--- config.mk ---
export PLATFORM = sky130hd
export DESIGN_NAME = dual_channel_led_current_regulator
export DESIGN_NICKNAME = d
export VERILOG_FILES = /design/src/lcr_pkg.sv /design/src/lcr_cfg.sv /design/src/lcr_calc.sv /design/src/dual_channel_led_current_regulator.sv
export SDC_FILE = /design/constraint.sdc
export NUM_CORES = 1
export LEC_CHECK = 0
export BUFFER_PORTS_ARGS = -buffer_cell sky130_fd_sc_hd__buf_2
export CORE_AREA = 2 2 136 138
export DETAILED_ROUTE_END_ITERATION = 7
export DIE_AREA = 0 0 138 140
export PLACE_DENSITY_LB_ADDON = 0.05
export SLEW_MARGIN = 25
export SYNTH_ARGS = -nofsm -noshare
export SYNTH_HDL_FRONTEND = slang
export SYNTH_SLANG_ARGS = --single-unit
--- constraint.sdc ---
create_clock -name aclk -period 6.2 [get_ports aclk]
set_clock_uncertainty 0.1 [all_clocks]
set_input_delay 0.62 -clock aclk [delete_from_list [all_inputs] [get_ports aclk]]
set_output_delay 0.62 -clock aclk [all_outputs]
set_load 0.01 [all_outputs]
--- src/lcr_pkg.sv ---
package lcr_pkg;

    localparam int SAMPLE_BITS_DEF = 10;
    localparam int CHANNEL_COUNT   = 2;
    localparam int THRESH_W        = 10;
    localparam int DUTY_W          = 8;
    localparam int COUNT_W         = 8;
    localparam int MUX_W           = 4;
    localparam int CFG_DATA_W      = 10;
    localparam int CFG_IDX_W       = 3;
    localparam int OUT_TDATA_W     = 16;
    localparam int OUT_TUSER_W     = 2;

    localparam logic [THRESH_W-1:0] THRESHOLD_RST  = 10'd180;
    localparam logic [DUTY_W-1:0]   DUTY_STEP_RST  = 8'd1;
    localparam logic [DUTY_W-1:0]   DUTY_MAX_RST   = 8'd127;
    localparam logic [COUNT_W-1:0]  SAMPLES_RST    = 8'd10;
    localparam logic [MUX_W-1:0]    FIRST_MUX_RST  = 4'd1;
    localparam logic [MUX_W-1:0]    SECOND_MUX_RST = 4'd3;

    typedef enum logic [CFG_IDX_W-1:0] {
        REG_THRESHOLD  = 3'd0,
        REG_DUTY_STEP  = 3'd1,
        REG_DUTY_MAX   = 3'd2,
        REG_SAMPLES    = 3'd3,
        REG_FIRST_MUX  = 3'd4,
        REG_SECOND_MUX = 3'd5
    } cfg_index_t;

    typedef struct packed {
        logic [THRESH_W-1:0] threshold;
        logic [DUTY_W-1:0]   duty_step;
        logic [DUTY_W-1:0]   duty_max;
        logic [COUNT_W-1:0]  samples_per_decision;
        logic [MUX_W-1:0]    first_mux;
        logic [MUX_W-1:0]    second_mux;
    } cfg_t;

    typedef struct packed {
        logic               written;
        logic [DUTY_W-1:0]  level;
        logic [COUNT_W-1:0] count;
    } decision_t;

endpackage

--- src/lcr_cfg.sv ---
module lcr_cfg (
    input  logic                                aclk,
    input  logic                                aresetn,
    input  logic                                cfg_wr_en,
    input  logic [lcr_pkg::CFG_IDX_W-1:0]       cfg_index,
    input  logic [lcr_pkg::CFG_DATA_W-1:0]      cfg_wdata,
    output lcr_pkg::cfg_t                       cfg
);

    lcr_pkg::cfg_t cfg_reg;
    lcr_pkg::cfg_t cfg_next;

    always_comb begin
        cfg_next = cfg_reg;
        if (cfg_wr_en) begin
            unique case (lcr_pkg::cfg_index_t'(cfg_index))
                lcr_pkg::REG_THRESHOLD:  cfg_next.threshold = cfg_wdata[lcr_pkg::THRESH_W-1:0];
                lcr_pkg::REG_DUTY_STEP:  cfg_next.duty_step = cfg_wdata[lcr_pkg::DUTY_W-1:0];
                lcr_pkg::REG_DUTY_MAX:   cfg_next.duty_max  = cfg_wdata[lcr_pkg::DUTY_W-1:0];
                lcr_pkg::REG_SAMPLES:
                    cfg_next.samples_per_decision = cfg_wdata[lcr_pkg::COUNT_W-1:0];
                lcr_pkg::REG_FIRST_MUX:  cfg_next.first_mux  = cfg_wdata[lcr_pkg::MUX_W-1:0];
                lcr_pkg::REG_SECOND_MUX: cfg_next.second_mux = cfg_wdata[lcr_pkg::MUX_W-1:0];
                default: ;
            endcase
        end
    end

    always_ff @(posedge aclk) begin
        if (!aresetn) begin
            cfg_reg.threshold            <= lcr_pkg::THRESHOLD_RST;
            cfg_reg.duty_step            <= lcr_pkg::DUTY_STEP_RST;
            cfg_reg.duty_max             <= lcr_pkg::DUTY_MAX_RST;
            cfg_reg.samples_per_decision <= lcr_pkg::SAMPLES_RST;
            cfg_reg.first_mux            <= lcr_pkg::FIRST_MUX_RST;
            cfg_reg.second_mux           <= lcr_pkg::SECOND_MUX_RST;
        end else begin
            cfg_reg <= cfg_next;
        end
    end

    assign cfg = cfg_reg;

endmodule

--- src/lcr_calc.sv ---
module lcr_calc #(
    parameter int SAMPLE_BITS = lcr_pkg::SAMPLE_BITS_DEF
) (
    input  logic [SAMPLE_BITS-1:0]          sample,
    input  logic [SAMPLE_BITS-1:0]          avg_old,
    input  logic [lcr_pkg::COUNT_W-1:0]     cnt_old,
    input  logic [lcr_pkg::DUTY_W-1:0]      lvl_old,
    input  lcr_pkg::cfg_t                   cfg,
    output logic [SAMPLE_BITS-1:0]          avg_new,
    output lcr_pkg::decision_t              dec
);

    localparam int CMP_W = (SAMPLE_BITS > lcr_pkg::THRESH_W) ? SAMPLE_BITS : lcr_pkg::THRESH_W;

    logic [SAMPLE_BITS:0]          avg_sum;
    logic [lcr_pkg::COUNT_W-1:0]   cnt_inc;
    logic [CMP_W-1:0]              avg_cmp;
    logic [CMP_W-1:0]              thr_cmp;
    logic [lcr_pkg::DUTY_W:0]      step_x2;
    logic [lcr_pkg::DUTY_W:0]      up_sum;

    assign avg_sum = {1'b0, avg_old} + {1'b0, sample};
    assign avg_new = avg_sum[SAMPLE_BITS:1];
    assign cnt_inc = cnt_old + lcr_pkg::COUNT_W'(1);
    assign avg_cmp = CMP_W'(avg_new);
    assign thr_cmp = CMP_W'(cfg.threshold);
    assign step_x2 = {1'b0, cfg.duty_step} + {1'b0, cfg.duty_step};
    assign up_sum  = {1'b0, lvl_old} + {1'b0, cfg.duty_step};

    always_comb begin
        dec.written = 1'b0;
        dec.level   = lvl_old;
        dec.count   = cnt_inc;
        if (cnt_inc >= cfg.samples_per_decision) begin
            dec.count = '0;
            // low average -> step down, floor at duty_step (no wrap)
            if (avg_cmp < thr_cmp) begin
                dec.written = 1'b1;
                if ({1'b0, lvl_old} < step_x2) begin
                    dec.level = cfg.duty_step;
                end else begin
                    dec.level = lvl_old - cfg.duty_step;
                end
            end else if (avg_cmp > thr_cmp) begin
                dec.written = 1'b1;
                if (up_sum > {1'b0, cfg.duty_max}) begin
                    dec.level = cfg.duty_max;
                end else begin
                    dec.level = up_sum[lcr_pkg::DUTY_W-1:0];
                end
            end
        end
    end

endmodule

--- src/dual_channel_led_current_regulator.sv ---
// An accepted input beat passes the input register, then the decision logic into the
// result register on m_tvalid; the result register frees as it is taken.
// Throughput: one sample per cycle while m_tready stays high.
// Reset (aresetn, synchronous, active low): channel 0 active, averages, counts
// and duty levels cleared, configuration registers back to their defaults.
module dual_channel_led_current_regulator #(
    parameter int  SAMPLE_BITS = lcr_pkg::SAMPLE_BITS_DEF,
    localparam int IN_TDATA_W  = ((SAMPLE_BITS + 7) / 8) * 8
) (
    input  logic                                aclk,
    input  logic                                aresetn,
    input  logic                                s_tvalid,
    output logic                                s_tready,
    input  logic [IN_TDATA_W-1:0]               s_tdata,   // sense_sample
    output logic                                m_tvalid,
    input  logic                                m_tready,
    output logic [lcr_pkg::OUT_TDATA_W-1:0]     m_tdata,   // duty_value, next_mux_channel
    output logic [lcr_pkg::OUT_TUSER_W-1:0]     m_tuser,   // served_channel, duty_written
    input  logic                                cfg_wr_en,
    input  logic [lcr_pkg::CFG_IDX_W-1:0]       cfg_index,
    input  logic [lcr_pkg::CFG_DATA_W-1:0]      cfg_wdata
);

    lcr_pkg::cfg_t cfg;

    logic                           in_valid_reg;
    logic [SAMPLE_BITS-1:0]         in_sample_reg;
    logic                           active_reg;
    logic [SAMPLE_BITS-1:0]         avg_reg   [lcr_pkg::CHANNEL_COUNT];
    logic [lcr_pkg::COUNT_W-1:0]    count_reg [lcr_pkg::CHANNEL_COUNT];
    logic [lcr_pkg::DUTY_W-1:0]     duty_reg  [lcr_pkg::CHANNEL_COUNT];

    logic                           m_valid_reg;
    logic                           served_reg;
    logic                           written_reg;
    logic [lcr_pkg::DUTY_W-1:0]     duty_out_reg;
    logic [lcr_pkg::MUX_W-1:0]      mux_out_reg;

    logic                           advance;
    logic                           s_beat;
    logic [SAMPLE_BITS-1:0]         avg_next;
    lcr_pkg::decision_t             dec;
    logic [lcr_pkg::MUX_W-1:0]      mux_next;

    lcr_cfg u_cfg (
        .aclk      (aclk),
        .aresetn   (aresetn),
        .cfg_wr_en (cfg_wr_en),
        .cfg_index (cfg_index),
        .cfg_wdata (cfg_wdata),
        .cfg       (cfg)
    );

    lcr_calc #(
        .SAMPLE_BITS (SAMPLE_BITS)
    ) u_calc (
        .sample  (in_sample_reg),
        .avg_old (avg_reg[active_reg]),
        .cnt_old (count_reg[active_reg]),
        .lvl_old (duty_reg[active_reg]),
        .cfg     (cfg),
        .avg_new (avg_next),
        .dec     (dec)
    );

    // input register moves on whenever the result register is free or being taken
    assign advance  = in_valid_reg && (!m_valid_reg || m_tready);
    assign s_tready = !in_valid_reg || advance;
    assign s_beat   = s_tvalid && s_tready;
    assign mux_next = active_reg ? cfg.first_mux : cfg.second_mux;

    always_ff @(posedge aclk) begin
        if (!aresetn) begin
            in_valid_reg <= 1'b0;
        end else if (s_tready) begin
            in_valid_reg <= s_tvalid;
        end
    end

    always_ff @(posedge aclk) begin
        if (s_beat) begin
            in_sample_reg <= s_tdata[SAMPLE_BITS-1:0];
        end
    end

    always_ff @(posedge aclk) begin
        if (!aresetn) begin
            active_reg <= 1'b0;
            for (int i = 0; i < lcr_pkg::CHANNEL_COUNT; i++) begin
                avg_reg[i]   <= '0;
                count_reg[i] <= '0;
                duty_reg[i]  <= '0;
            end
        end else if (advance) begin
            active_reg            <= ~active_reg;
            avg_reg[active_reg]   <= avg_next;
            count_reg[active_reg] <= dec.count;
            duty_reg[active_reg]  <= dec.level;
        end
    end

    always_ff @(posedge aclk) begin
        if (!aresetn) begin
            m_valid_reg <= 1'b0;
        end else if (advance) begin
            m_valid_reg <= 1'b1;
        end else if (m_tready) begin
            m_valid_reg <= 1'b0;
        end
    end

    always_ff @(posedge aclk) begin
        if (advance) begin
            served_reg   <= active_reg;
            written_reg  <= dec.written;
            duty_out_reg <= dec.level;
            mux_out_reg  <= mux_next;
        end
    end

    assign m_tvalid = m_valid_reg;
    assign m_tdata  = {{(lcr_pkg::OUT_TDATA_W - lcr_pkg::DUTY_W - lcr_pkg::MUX_W){1'b0}},
                       mux_out_reg, duty_out_reg};
    assign m_tuser  = {written_reg, served_reg};

`ifndef SYNTH
    a_advance_fills_out: assert property (@(posedge aclk) disable iff (!aresetn)
        advance |=> m_valid_reg)
        else $error("result register empty after an advancing beat");

    a_channel_toggles: assert property (@(posedge aclk) disable iff (!aresetn)
        advance |=> (active_reg != $past(active_reg)))
        else $error("active channel did not hand over");

    a_channel_holds: assert property (@(posedge aclk) disable iff (!aresetn)
        !advance |=> $stable(active_reg))
        else $error("active channel changed without a beat");

    a_decision_clears_count: assert property (@(posedge aclk) disable iff (!aresetn)
        (advance && dec.written) |=> (count_reg[served_reg] == '0))
        else $error("sample count not cleared on a duty write");

    a_empty_input_ready: assert property (@(posedge aclk) disable iff (!aresetn)
        !in_valid_reg |-> s_tready)
        else $error("input stalled with an empty input register");
`endif

endmodule

* Word level (Yosys, flattened, before mapping)
Memory sizes are Yosys's and may differ from the RTL's. A register that Yosys moved wholly into a read port is not among the register bits.
Index checks and enable logic that the tools add are counted.
** Storage, ports and cells
- Bits in registers :: 69
- Bits in latches :: 0
- Bits in writable memories :: 52
- ROM bits :: 0
- Output and inout bits :: 20
- Word-level logic and storage cells :: 77
- Memories :: 3
** Cells by class
- Add/sub/neg operators :: 5
- Multipliers :: 0
- Divide/modulo/power cells :: 0
- Magnitude comparators :: 5
- Equal/unequal tests :: 5
- Shift-type cells :: 0
- Muxes and demuxes :: 27
- Bitwise gates (word level) :: 1
- Reductions and logical operators :: 17
** Memories
- avg_reg :: depth 2, bits a word 10, read ports 1, clocked after memory_dff 1, write ports 2, line dual_channel_led_current_regulator.sv:29 : logic [SAMPLE_BITS-1:0] avg_reg [lcr_pkg::CHANNEL_COUNT];
- count_reg :: depth 2, bits a word 8, read ports 1, clocked after memory_dff 1, write ports 2, line dual_channel_led_current_regulator.sv:30 : logic [lcr_pkg::COUNT_W-1:0] count_reg [lcr_pkg::CHANNEL_COUNT];
- duty_reg :: depth 2, bits a word 8, read ports 1, clocked after memory_dff 1, write ports 2, line dual_channel_led_current_regulator.sv:31 : logic [lcr_pkg::DUTY_W-1:0] duty_reg [lcr_pkg::CHANNEL_COUNT];
** Operators by type and width (number)
- $mux 8 :: 4
- $add 8x8->9 :: 2
- $mux 1 :: 18
- $mux 9 :: 2
- $mux 16 :: 1
- $reduce_or 8->1 :: 2
- $reduce_and 2->1 :: 6
- $add 10x10->11 :: 1
- $gt 10x10->1 :: 1
- $lt 10x10->1 :: 1
- $mux 10 :: 1
- $reduce_or 10->1 :: 1
- $gt 9x8->1 :: 1
- $lt 8x9->1 :: 1
- $add 8x1->8 const B :: 1
- $ge 8x8->1 :: 1
- $sub 8x8->8 :: 1
- $eq 3x2->1 const B :: 2
- $eq 3x3->1 const B :: 2
- $mux 4 :: 1
- $eq 3x1->1 const B :: 1
- $logic_not 3->1 :: 1
- $logic_and 1x1->1 :: 2
- $logic_not 1->1 :: 2
- other kinds (3) :: 4

* Depth between registers and ports, before layout
Gate-level depths: netlist (run 1).
- Word-level depth :: 8
- Mapped depth :: 21
- Mapped depth without buffers :: 18

* Cells and area by module
From an unflattened synthesis (run 1), not the netlist that was laid out.
** Second synthesis, totals
- Cells, all modules :: 695
- Area, all modules :: 7224.4 um^2
** By module, submodules not included
- dual_channel_led_current_regulator :: instances 1, cells an instance 223, area each 3200.6 um^2, sequential area each 2362.3 um^2
- lcr_calc :: instances 1, cells an instance 310, area each 2358.5 um^2, sequential area each 0.0 um^2
- lcr_cfg :: instances 1, cells an instance 162, area each 1665.3 um^2, sequential area each 840.8 um^2

* Worst setup path after synthesis (run 1)
OpenSTA, ideal clock, no wires.
- Path kind :: register -> register
- Start point :: register (tool-made name)
- End point :: memory duty_reg[1][2] in the netlist's numbering (data pin)
- Setup time :: 265 ps
- Arrival :: 4665 ps
- Required time :: 5835 ps
- Path slack :: 1170 ps
- Stages on the path, launching flop included :: 22
- Cell sequence :: dfxtp_1 -> buf_2 -> buf_2 -> buf_2 -> buf_1 -> mux2_2 -> fa_1 -> a21o_1 -> a21oi_1 -> o21bai_1 -> a21oi_1 -> a21oi_1 -> a31oi_1 -> inv_1 -> ha_1 -> a21oi_1 -> o21ai_0 -> or2_2 -> clkbuf_1 -> a2111oi_0 -> a221o_1 -> nor2_1
** RTL lines (line)
- to (decl) :: dual_channel_led_current_regulator.sv:31

==> key figures, run 1 <==
Yosys
  • Synth Flop Type: edfxtp_1
  • Synth async-reset ratio: 0%
  • Proportion of synthesized area in mux cells: about 6.9%
  • Count of state elements after synthesis: 122
  • Most numerous cell in the Yosys netlist: nor2_1
  • Adder-cell share of the synthesized area: between 10% and 20%
  • Post-synthesis cell area: 7060 um^2
  • Post-synthesis share of cell area spent on and, or, nand and nor gates: 15.0%
  • Compound-Gate Fraction of Synth Area: 13.3%
  • Number of instances in the synthesized netlist: 710
  • Xor and xnor fraction of the mapped netlist area: around 2.4%
  • Portion of synthesized cell area occupied by the leading cell type: 32.3%
  • Number of flops mapped to enable cells by yosys: 76
  • Largest family of logic cells by synthesized area: simple AND/OR/NAND/NOR gates
  • Top cell type by total area after synthesis: edfxtp_1
  • Top cell types by occurrence after synthesis: 82 x nor2_1, 76 x edfxtp_1, 72 x nand2_1, 71 x inv_1, 58 x ha_1
  • Part of the Yosys area used for sequential elements: 45.4%
  • Yosys warnings: 0
  • Synth Area per Inst: approximately 9.9 um^2
  • Top post-synthesis cells by area: edfxtp_1 32%, dfxtp_1 13%, ha_1 10%
  • Number of library cell types mapped by synthesis: 59

Place
  • Placer congestion estimate: approximately 0.78
  • Post-Place Worst Slack: 947 ps
  • Number of buffer cells added on primary ports: 43
  • DP HPWL: 12.2 mm
  • Count of placed standard cells including taps: 959

Floorplanning
  • Number of rows in the core area: 49
  • Initial standard-cell utilization of the core: between 30 and 40%
  • Die width: 138 um
  • Core Box Area: around 18000 um^2
  • Total Die Area: 19300 um^2
  • IO Count: 54
  • Die boundary height: 140 um

STA
  • Setup WS post-layout: 990 ps
  • Worst slew pin tran: 886 ps
  • Period utilization: 84.0%
  • Shortest clock period the worst path allows after layout: 5210 ps
  • Maximum clock frequency: 0.192 GHz
  • Worst-case headroom to the max-slew limit: 41.0%
  • Count of final hold-check violations: 0
  • Sum of negative setup slack: 0 ps
  • Final setup violation count: 0
  • RSZ-0062 raised after global routing: no
  • Pins over their slew limit: 0

CTS
  • TritonCTS clock tree: yes
  • Clock slew seen by the registers of the worst setup and hold paths: roughly 60 ps
  • Number of gates resized after CTS: 0
  • Worst-case clock buffer depth: 2
  • Clock insertion delay at the later pin of the skew report: 410 ps
  • Number of buffers created by CTS: 17
  • Clock root buffer: clkbuf_16
  • Total of hold buffers inserted after clock tree synthesis: 0
  • Post-CTS Setup Inserts: 0
  • Total number of clock tree sinks: 122
  • H-tree depth reported by CTS: 4

Power
  • Total chip power: between 2 and 2.5 mW
  • Static leakage power: 3.39 nW
  • P per Cell Area: 299 nW/um^2
  • Worst IR Drop VDD: 0.256 mV

GRT
  • Combined global-route utilization of all metal layers: 17.6%
  • Global-route wire length before repair: 26.6 mm
  • Largest net degree at the start of global routing: 52
  • Number of antenna violations at the first check in global routing: 0
  • Residual overflow from global routing: 0
  • Via count of the first global-routing pass: 5160

Setup path
  • Register-to-register setup slack: 990 ps
  • Start-to-end type of the worst setup path: flip-flop to flip-flop
  • CP Max Fanout: 9
  • Critical Path Start Type: flip-flop
  • WP data arrival: 5240 ps
  • Critical path endpoint category: flip-flop
  • Required time reported for the critical path endpoint: 6230 ps

Flow run
  • Max-cap violation count: 0

Routing
  • Pre-Repair DR Iteration Count: 4
  • Post-Route WL: 16.4 mm
  • Detail Route Antenna Nets: 0
  • Average vias per placed instance: 5.10
  • Average routed wire per standard cell: 16.5 um
  • Number of remaining DRC errors: 0
  • Vias post-DR: 5058
  • DRC marker count from the first detailed-route iteration: between 200 and 250

Cells and area
  • Fraction of final layout cells with drive strength greater than 1: between 15 and 20%
  • Final std cells w/o fill: 992
  • Antenna cell count: 0
  • Number of flip-flops under the largest register name: 42
  • Net count reported at finish: roughly 850
  • P&R area growth vs syn: 14.5%

Status
  • Run status: completed

Hold path
  • Class of the tightest hold or removal check: input pin to flip-flop
metal layers:
metal  routed length [um]  track usage (%)  part of all wire, %  vias up
met5                    0                0                    0        -
met4                  292             5.85                  1.8        0
met3                  664             3.73                  4.0       19
met1                 7340             21.7                   45     2373
li1                     -                -                    -     2568
met2                 8100             30.7                   49       98
cells by family after synthesis:
family                     after synthesis
DFF                                    122
muxes                                   45
xor gates and xnor gates                19
buffers and inverters                  102
and+or+nand+nor                        231
other                                    1
adders and majority gates               61
AOI/OAI and AO/OA                      129
worst max-delay path: stages, from the launching register on:
cell and delay [ps]:
dfxtp_1 650, buf_4 310, mux2i_1 350, inv_1 80, ha_1 230, fa_1 440, nand2b_4 110, a221oi_2 80
or4_1 410, o311ai_0 180, ha_1 310, o21ai_0 110, a21oi_1 140, nor2_1 80, o311ai_4 460, mux2_4 360
a221oi_2 410, nor2_1 90
area by class of cell:
cell class / count / area [um^2]
Timing Repair Buffer: 49 / 280
Multi-Input combinational cell: 489 / 3470
Tap cell: 229 / 287
Clock buffer: 22 / 497
Sequential cell: 122 / 3200
Clock inverter: 10 / 87.6
Inverter: 71 / 267
Fill cell: 1736 / 9690
power breakdown:
group	leakage [nW]	internal (mW)	total (mW)	switching (mW)
registers	1.14	0.916	0.934	0.0176
logic	1.96	0.206	0.522	0.315
clock network	0.283	0.608	0.963	0.356
metrics by stage:
stage               util (%)  area (um^2)  hold slack (ps)
floorplan                  -         7070              306
global placement        42.0         7470              349
CTS                     45.3         8060              263
finish                  45.5         8090              282
global route            45.5         8090              258
detailed placement      42.0         7470              362
layout by cell type, fill, tap and decap left out, drive strengths merged, types with 7 or more instances in the layout:
cell    Yosys  layout
a21o        7       7
dfxtp      46      46
mux2       25      25
o211ai     16      16
o21a        9       9
nor3       12      12
nand3       9       9
edfxtp     76      76
ha         58      58
mux2i      20      20
nor2       82      82
xor2       11      11
inv        71      73
clkbuf     17      22
nor2b      18      18
a21boi     21      21
xnor2       8       8
buf        14      49
o21ai      17      17
a21oi      23      23
nand2      72      72
worst paths after layout:
kind | from | to | depth (start not counted)
setup / recovery | flip-flop | duty_reg[0][5] | 17
hold / removal | s_tdata[0] | in_sample_reg[0] | 1
setup reg to reg | flip-flop | duty_reg[0][5] | 17
hold reg to reg | u_cfg.cfg[40] | u_cfg.cfg[40] | 2
Power figures use the tool's default switching activity.
==> inputs of run 2 (changes only) <==
clock period = 4.2 ns   (was 6.2 ns; I/O delays follow)
==> run 2 against run 1 <==
Against the previous run: the flow now finishes with violations (negative setup slack); critical endpoint unchanged; sequential power up 48%; clock-buffer cell count shrank 3; utilization increased by 7.3 points; non-clock buffer count is 87 higher; routed wire length rose by 8.8%; first-iteration DRC count grew 2.9%; sequential share of layout area is 5.4 points lower; highest routed layer unchanged; power is 63% higher; die area did not move.
==> key figures, run 2 (synthesis results as in run 1) <==
GRT
  • Global-route wire length before repair: 28.6 mm (+7.6%)
  • Combined global-route utilization of all metal layers: 18.8% (+1.2 points)
  • Via count of the first global-routing pass: 5705 (+11%)
  • Largest net degree at the start of global routing: 31 (-40%)
  • Number of antenna violations at the first check in global routing: 0 (unchanged)
  • Residual overflow from global routing: 0 (unchanged)

Power
  • Share of total power consumed by net switching: 29.6% (+1.2 points)
  • Total chip power: 3.95 mW (+63%)
  • Internal power: 2.78 mW (+61%)
  • Power share of the clock group: 35.7% (-4.1 points)
  • Share of power burned in combinational logic: 29.3% (+7.7 points)
  • P per Cell Area: 421 nW/um^2 (+41%)
  • Sequential fraction of design power: 35.0% (-3.6 points)
  • Worst IR Drop VDD: 0.302 mV (+18%)
  • Psw: 1.17 mW (+70%)
  • Static leakage power: 3.92 nW (+16%)

Setup path
  • Required time reported for the critical path endpoint: 4230 ps (-2000 ps)
  • Critical Path Start Type: flip-flop
  • Delay of the slowest cell on the worst path: 420 ps (-230 ps)
  • CP max stage cell: or4_4
  • CP Max Fanout: 7 (-2)
  • Family with the most delay on the worst path: simple AND/OR/NAND/NOR gates
  • Chain of cells forming the critical path: buf_12 > buf_8 > buf_6 > mux2_4 > ha_4 > or3_4 > o311a_4 > xor2_4 > ha_4 > or4_4 > nor3_4 > o311ai_4 > mux2_4 > a221oi_2 > buf_4 > nor2_1
  • WP data arrival: 4340 ps (-900 ps)
  • Critical path endpoint category: flip-flop
  • Start-to-end type of the worst setup path: flip-flop to flip-flop
  • Buffering stage count on the worst path with inverters included: 4 (+2)

Cells and area
  • Fraction of final layout cells with drive strength greater than 1: 32.2% (+17 points)
  • Leading cell type in the layout, fill and taps excluded: buf_4
  • Final std cells w/o fill: 1079 (+8.8%)
  • Net count reported at finish: 932 (+10%)
  • Number of flip-flops under the largest register name: 42 (unchanged)
  • Commonest cells after routing, fill and taps aside: 84 x buf_4, 77 x nor2_1, 76 x edfxtp_1
  • Layout Utilization: 52.8% (+7.3 points)
  • Antenna cell count: 0 (unchanged)
  • P&R area growth vs syn: 32.9%

STA
  • Count of final hold-check violations: 0 (unchanged)
  • Pins over their slew limit: 0 (unchanged)
  • Sum of negative setup slack: -890 ps (-890 ps)
  • RSZ-0062 raised after global routing: yes
  • Setup WS post-layout: -114 ps (-1100 ps)
  • Final setup violation count: 21 (+21)
  • Period utilization: 103% (+19 points)
  • Shortest clock period the worst path allows after layout: 4310 ps (-896 ps)
  • Final hold slack: 74.6 ps (-207 ps)
  • Worst-case headroom to the max-slew limit: 36.4% (-4.6 points)
  • Worst slew pin tran: 951 ps (+65.4 ps)
  • Maximum clock frequency: 0.232 GHz (+21%)

Status
  • Run status: finished, violations left
  • Violations in the final reports: negative setup slack

CTS
  • Number of buffers created by CTS: 17 (unchanged)
  • H-tree depth reported by CTS: 4 (unchanged)
  • Clock insertion delay at the later pin of the skew report: 420 ps (about the same)
  • Clock slew seen by the registers of the worst setup and hold paths: 60 ps (about the same)
  • Clock root buffer: clkbuf_16
  • Worst-case clock buffer depth: 2 (unchanged)
  • Total number of clock tree sinks: 122 (unchanged)
  • TritonCTS clock tree: yes

Floorplanning
  • IO Count: 54 (unchanged)
  • Die boundary height: 140 um (unchanged)
  • Die width: 138 um (unchanged)
  • Initial standard-cell utilization of the core: 39.7% (unchanged)
  • Number of rows in the core area: 49 (unchanged)
  • Core Box Area: 17800 um^2 (unchanged)
  • Total Die Area: 19300 um^2 (unchanged)

Routing
  • Detail Route Antenna Nets: 0 (unchanged)
  • Sum of met2 wire segment lengths after detailed routing: 8.60 mm (+6.1%)
  • Met1 layer wirelength in the final routing: 8.03 mm (+9.4%)
  • DRC marker count from the first detailed-route iteration: 213 (+2.9%)
  • Average routed wire per standard cell: 16.5 um (about the same)
  • Post-Route WL: 17.8 mm (+8.8%)
  • Top layer used by detailed routing: met4
  • Number of remaining DRC errors: 0 (unchanged)
  • Met3 wire length: 544 um (-18%)
  • Average vias per placed instance: 5.08 (-0.47%)
  • Vias post-DR: 5476 (+8.3%)
  • Pre-Repair DR Iteration Count: 4 (unchanged)

Hold path
  • Class of the tightest hold or removal check: input pin to flip-flop

Place
  • DP HPWL: 13.0 mm (+6.6%)
  • Number of buffer cells added on primary ports: 43 (unchanged)
  • Placer congestion estimate: 0.821 (+4.7%)
  • Count of placed standard cells including taps: 1020 (+6.4%)

Flow run
  • Max-cap violation count: 0 (unchanged)
==> run 2: changes by cell type in the layout (fill, tap and decap cells not counted), moves of 6 or more <==
cell,before,now
mux2i_1,20,13
mux2_4,1,10
mux2_2,24,15
buf_6,0,6
ha_4,0,14
ha_1,58,39
buf_4,5,84
==> run 2: power by group through the flow <==
stage	Sequential [mW]	Combinational, mW	Clock [mW]
final	1.38	1.16	1.41
after floorplan	1.40	0.614	0
after global placement	1.40	0.893	0
after detailed placement	1.41	0.908	0
after CTS	1.38	1.06	1.44
after global routing	1.39	1.27	1.49
==> run 2: stage by stage <==
stage | instance area (um^2) | setup WS, ps
after CTS | 9090 | -165
after global routing | 9390 | -284
final | 9390 | -114
after global placement | 8060 | -383
after floorplan | 7210 | -174
after detailed placement | 8060 | -404
==> run 2: timing repair <==
item / 4_1_cts / 5_1_grt
hold buffers: 0 / 0
pin swaps: 29 / 26
gates resized for setup: 63 / 38
setup buffers: 21 / 7
gates cloned: 0 / 0
setup endpoints to repair: 25 / 25
==> run 2: layout make-up <==
class | count | area (um^2)
multi-input cells | 489 | 4070
fillers | 1627 | 8390
clock buffers | 19 | 464
clock inverters | 13 | 115
inverters | 71 | 273
repair buffers | 136 | 968
well taps | 229 | 287
flip-flops and latches | 122 | 3210
==> run 2: final timing paths <==
path	startpoint	end	cells past startpoint	slack [ps]
max	flip-flop	duty_reg[0][5]	16	-110
min	s_tdata[6]	in_sample_reg[6]	1	70
max reg2reg	flip-flop	duty_reg[0][5]	16	-110
min reg2reg	u_cfg.cfg[35]	u_cfg.cfg[35]	2	370
==> run 2: layer usage <==
metal,vias to the layer above,track usage (%)
met1,2592,22.3
met5,-,0
met2,103,32.3
li1,2744,-
met4,0,9.29
met3,37,4.07
==> inputs of run 3 (changes only) <==
BUFFER_PORTS_ARGS = default   (was -buffer_cell sky130_fd_sc_hd__buf_2)
DONT_BUFFER_PORTS = 1   (was default)
clock period = 4.35 ns   (was 4.2 ns; I/O delays follow)
==> run 3 against run 2 <==
Against the previous run: the flow now finishes without violations; die area did not move; first-iteration DRC count fell by 39%; sequential power fell by 3%; cell count fell by 4.3%; utilization fell by 1.7 points; cell area fell by 3.2%; largest cell class unchanged; routed wire length fell by 2.8%; register-to-register slack improved by 130 ps; fmax fell by 0.57%; worst setup slack improved by 130 ps; non-clock buffer count fell by 46.
==> key figures, run 3 (synthesis results as in run 1) <==
Cells and area
  • Fraction of final layout cells with drive strength greater than 1: 26.1% (-6.1 points)
  • Net count reported at finish: 886 (-4.9%)
  • Antenna cell count: 0 (unchanged)
  • Number of flip-flops under the largest register name: 42 (unchanged)
  • Sequential standard cell area: 3210 um^2 (unchanged)
  • Final std cells w/o fill: 1033 (-4.3%)
  • Commonest cells after routing, fill and taps aside: 76 x nor2_1, 76 x edfxtp_1, 72 x nand2_1
  • Total of fill cells in the finished design: 1645 (+1.1%)
  • P&R area growth vs syn: 28.7%
  • Total area of multi-input combinational cells: 3980 um^2 (-2.2%)

STA
  • Count of final hold-check violations: 0 (unchanged)
  • Period utilization: 99.7% (-3.0 points)
  • Final setup violation count: 0 (-100%)
  • Shortest clock period the worst path allows after layout: 4340 ps (+24.9 ps)
  • Maximum clock frequency: 0.230 GHz (-0.57%)
  • Worst-case headroom to the max-slew limit: 36.1% (-0.24 points)
  • Worst slew pin tran: 956 ps (+4.84 ps)
  • Setup WS post-layout: 11.4 ps (+125 ps)
  • Pins over their slew limit: 0 (unchanged)
  • RSZ-0062 raised after global routing: yes

Floorplanning
  • IO Count: 54 (unchanged)
  • Die boundary height: 140 um (unchanged)
  • Die width: 138 um (unchanged)
  • Total Die Area: 19300 um^2 (unchanged)
  • Number of rows in the core area: 49 (unchanged)
  • Initial standard-cell utilization of the core: 39.7% (unchanged)
  • Core Box Area: 17800 um^2 (unchanged)

Routing
  • DRC marker count from the first detailed-route iteration: 130 (-39%)
  • Average vias per placed instance: 5.12 (+0.92%)
  • Pre-Repair DR Iteration Count: 6 (+2)
  • Average routed wire per standard cell: 16.8 um (+1.5%)
  • Number of remaining DRC errors: 0 (unchanged)
  • Post-Route WL: 17.3 mm (-2.8%)
  • Vias post-DR: 5291 (-3.4%)
  • Detail Route Antenna Nets: 0 (unchanged)

Setup path
  • Family with the most delay on the worst path: simple AND/OR/NAND/NOR gates
  • Critical path endpoint category: flip-flop
  • CP max stage cell: or4_4
  • Start-to-end type of the worst setup path: flip-flop to flip-flop
  • Register-to-register setup slack: 10 ps (+130 ps)
  • Cell count along the critical path: 16 (unchanged)
  • Critical Path Start Type: flip-flop
  • Cell count of the worst reg-to-reg path: 16 (unchanged)
  • WP data arrival: 4360 ps (+20 ps)
  • CP Max Fanout: 6 (-1)
  • Chain of cells forming the critical path: buf_6 > buf_12 > buf_4 > mux2_4 > ha_4 > or3_4 > o311a_4 > xor2_2 > ha_2 > or4_4 > nor3_4 > o311ai_4 > mux2_4 > a221oi_4 > buf_6 > nor2_1
  • Delay of the slowest cell on the worst path: 430 ps (about the same)
  • Required time reported for the critical path endpoint: 4370 ps (+140 ps)
  • Buffering stage count on the worst path with inverters included: 4 (unchanged)
  • Reg2Reg Capture Point: duty_reg[0][5]

GRT
  • Combined global-route utilization of all metal layers: 18.3% (-0.48 points)
  • Global-route wire length before repair: 27.6 mm (-3.6%)
  • Number of antenna violations at the first check in global routing: 0 (unchanged)
  • Largest net degree at the start of global routing: 47 (+52%)
  • Via count of the first global-routing pass: 5305 (-7.0%)
  • Residual overflow from global routing: 0 (unchanged)

CTS
  • Clock insertion delay at the later pin of the skew report: 420 ps (about the same)
  • H-tree depth reported by CTS: 4 (unchanged)
  • Total number of clock tree sinks: 122 (unchanged)
  • Clock slew seen by the registers of the worst setup and hold paths: 50 ps (about the same)
  • Worst-case clock buffer depth: 2 (unchanged)
  • Clock root buffer: clkbuf_16
  • Number of buffers created by CTS: 17 (unchanged)
  • TritonCTS clock tree: yes

Flow run
  • Max-cap violation count: 0 (unchanged)

Place
  • Count of placed standard cells including taps: 973 (-4.6%)
  • Number of buffer cells added on primary ports: 0 (-100%)
  • Post-Place Worst Slack: -308 ps (+96.2 ps)
  • Placer congestion estimate: 0.799 (-2.8%)
  • DP HPWL: 12.6 mm (-2.8%)

Hold path
  • Number of instances on the worst hold path: 1 (unchanged)
  • Class of the tightest hold or removal check: input pin to flip-flop
  • Start point of the worst hold path: aresetn
  • Worst hold endpoint: u_cfg.cfg[20]

Power
  • Worst IR Drop VDD: 0.315 mV (+4.4%)
  • Static leakage power: 3.68 nW (-6.0%)
  • P per Cell Area: 411 nW/um^2 (-2.4%)

Status
  • Run status: completed
run 3: cell types whose count changed in the layout (fill, tap and decap cells not counted), moves of 3 or more:
cell	delta
inv_2	+6
inv_4	-3
buf_2	-43
clkbuf_1	+4
buf_4	-15
clkinv_4	-5
mux2_4	-4
inv_1	-4
dlygate4sd3_1	+12
mux2_2	+4
run 3: worst max-delay path by stage:
stage	endpoint	slack [ps]
after CTS	duty_reg[0][6]	-100
after global routing	duty_reg[0][6]	-210
after detailed placement	duty_reg[0][5]	-310
final	duty_reg[0][5]	10
after floorplan	duty_reg[1][2]	-20
after global placement	duty_reg[0][5]	-270
run 3: per-layer routing:
layer / global-route usage [%] / up-vias / routed length (um) / share of wire (%)
li1: - / 2649 / - / -
met1: 22.4 / 2535 / 7740 / 45
met2: 32.2 / 81 / 8830 / 51
met3: 3.73 / 26 / 373 / 2.2
met4: 6.28 / 0 / 406 / 2.3
met5: 0 / - / 0 / 0
run 3: cell type report:
cell class | count | share of cell area, %
well taps | 229 | 3.15
repair buffers | 90 | 8.51
multi-input cells | 489 | 43.9
clock buffers | 23 | 5.15
inverters | 71 | 2.93
clock inverters | 9 | 1.09
flip-flops and latches | 122 | 35.3
run 3: through the flow:
step | hold WS (ps) | TNS (ps) | cell area (um^2) | total power, mW | utilization [%]
6_report | 18.0 | 0 | 9080 | 3.73 | 51.1
5_1_grt | 4.07 | -3120 | 9080 | 3.94 | 51.1
4_1_cts | 1.26 | -432 | 8740 | 3.66 | 49.2
3_5_place_dp | 358 | -4180 | 7800 | 2.22 | 43.9
3_3_place_gp | 346 | -4170 | 7800 | 2.20 | 43.9
2_1_floorplan | 306 | -113 | 7200 | 1.94 | -
run 3: what timing repair did:
| action | in CTS | in global routing |
|---|---|---|
| hold buffers | 12 | 0 |
| endpoints found under the setup margin | 24 | 25 |
| setup buffers | 6 | 9 |
| gates resized for setup | 47 | 45 |
| pin swaps | 23 | 28 |
| cloned | 0 | 0 |
| hold endpoints to repair | 17 | 0 |
run 3: report_power, final:
| part | internal (mW) | switching, mW | total [mW] |
|---|---|---|---|
| Sequential | 1.31 | 0.0354 | 1.34 |
| Clock | 0.866 | 0.497 | 1.36 |
| Combinational | 0.500 | 0.527 | 1.03 |
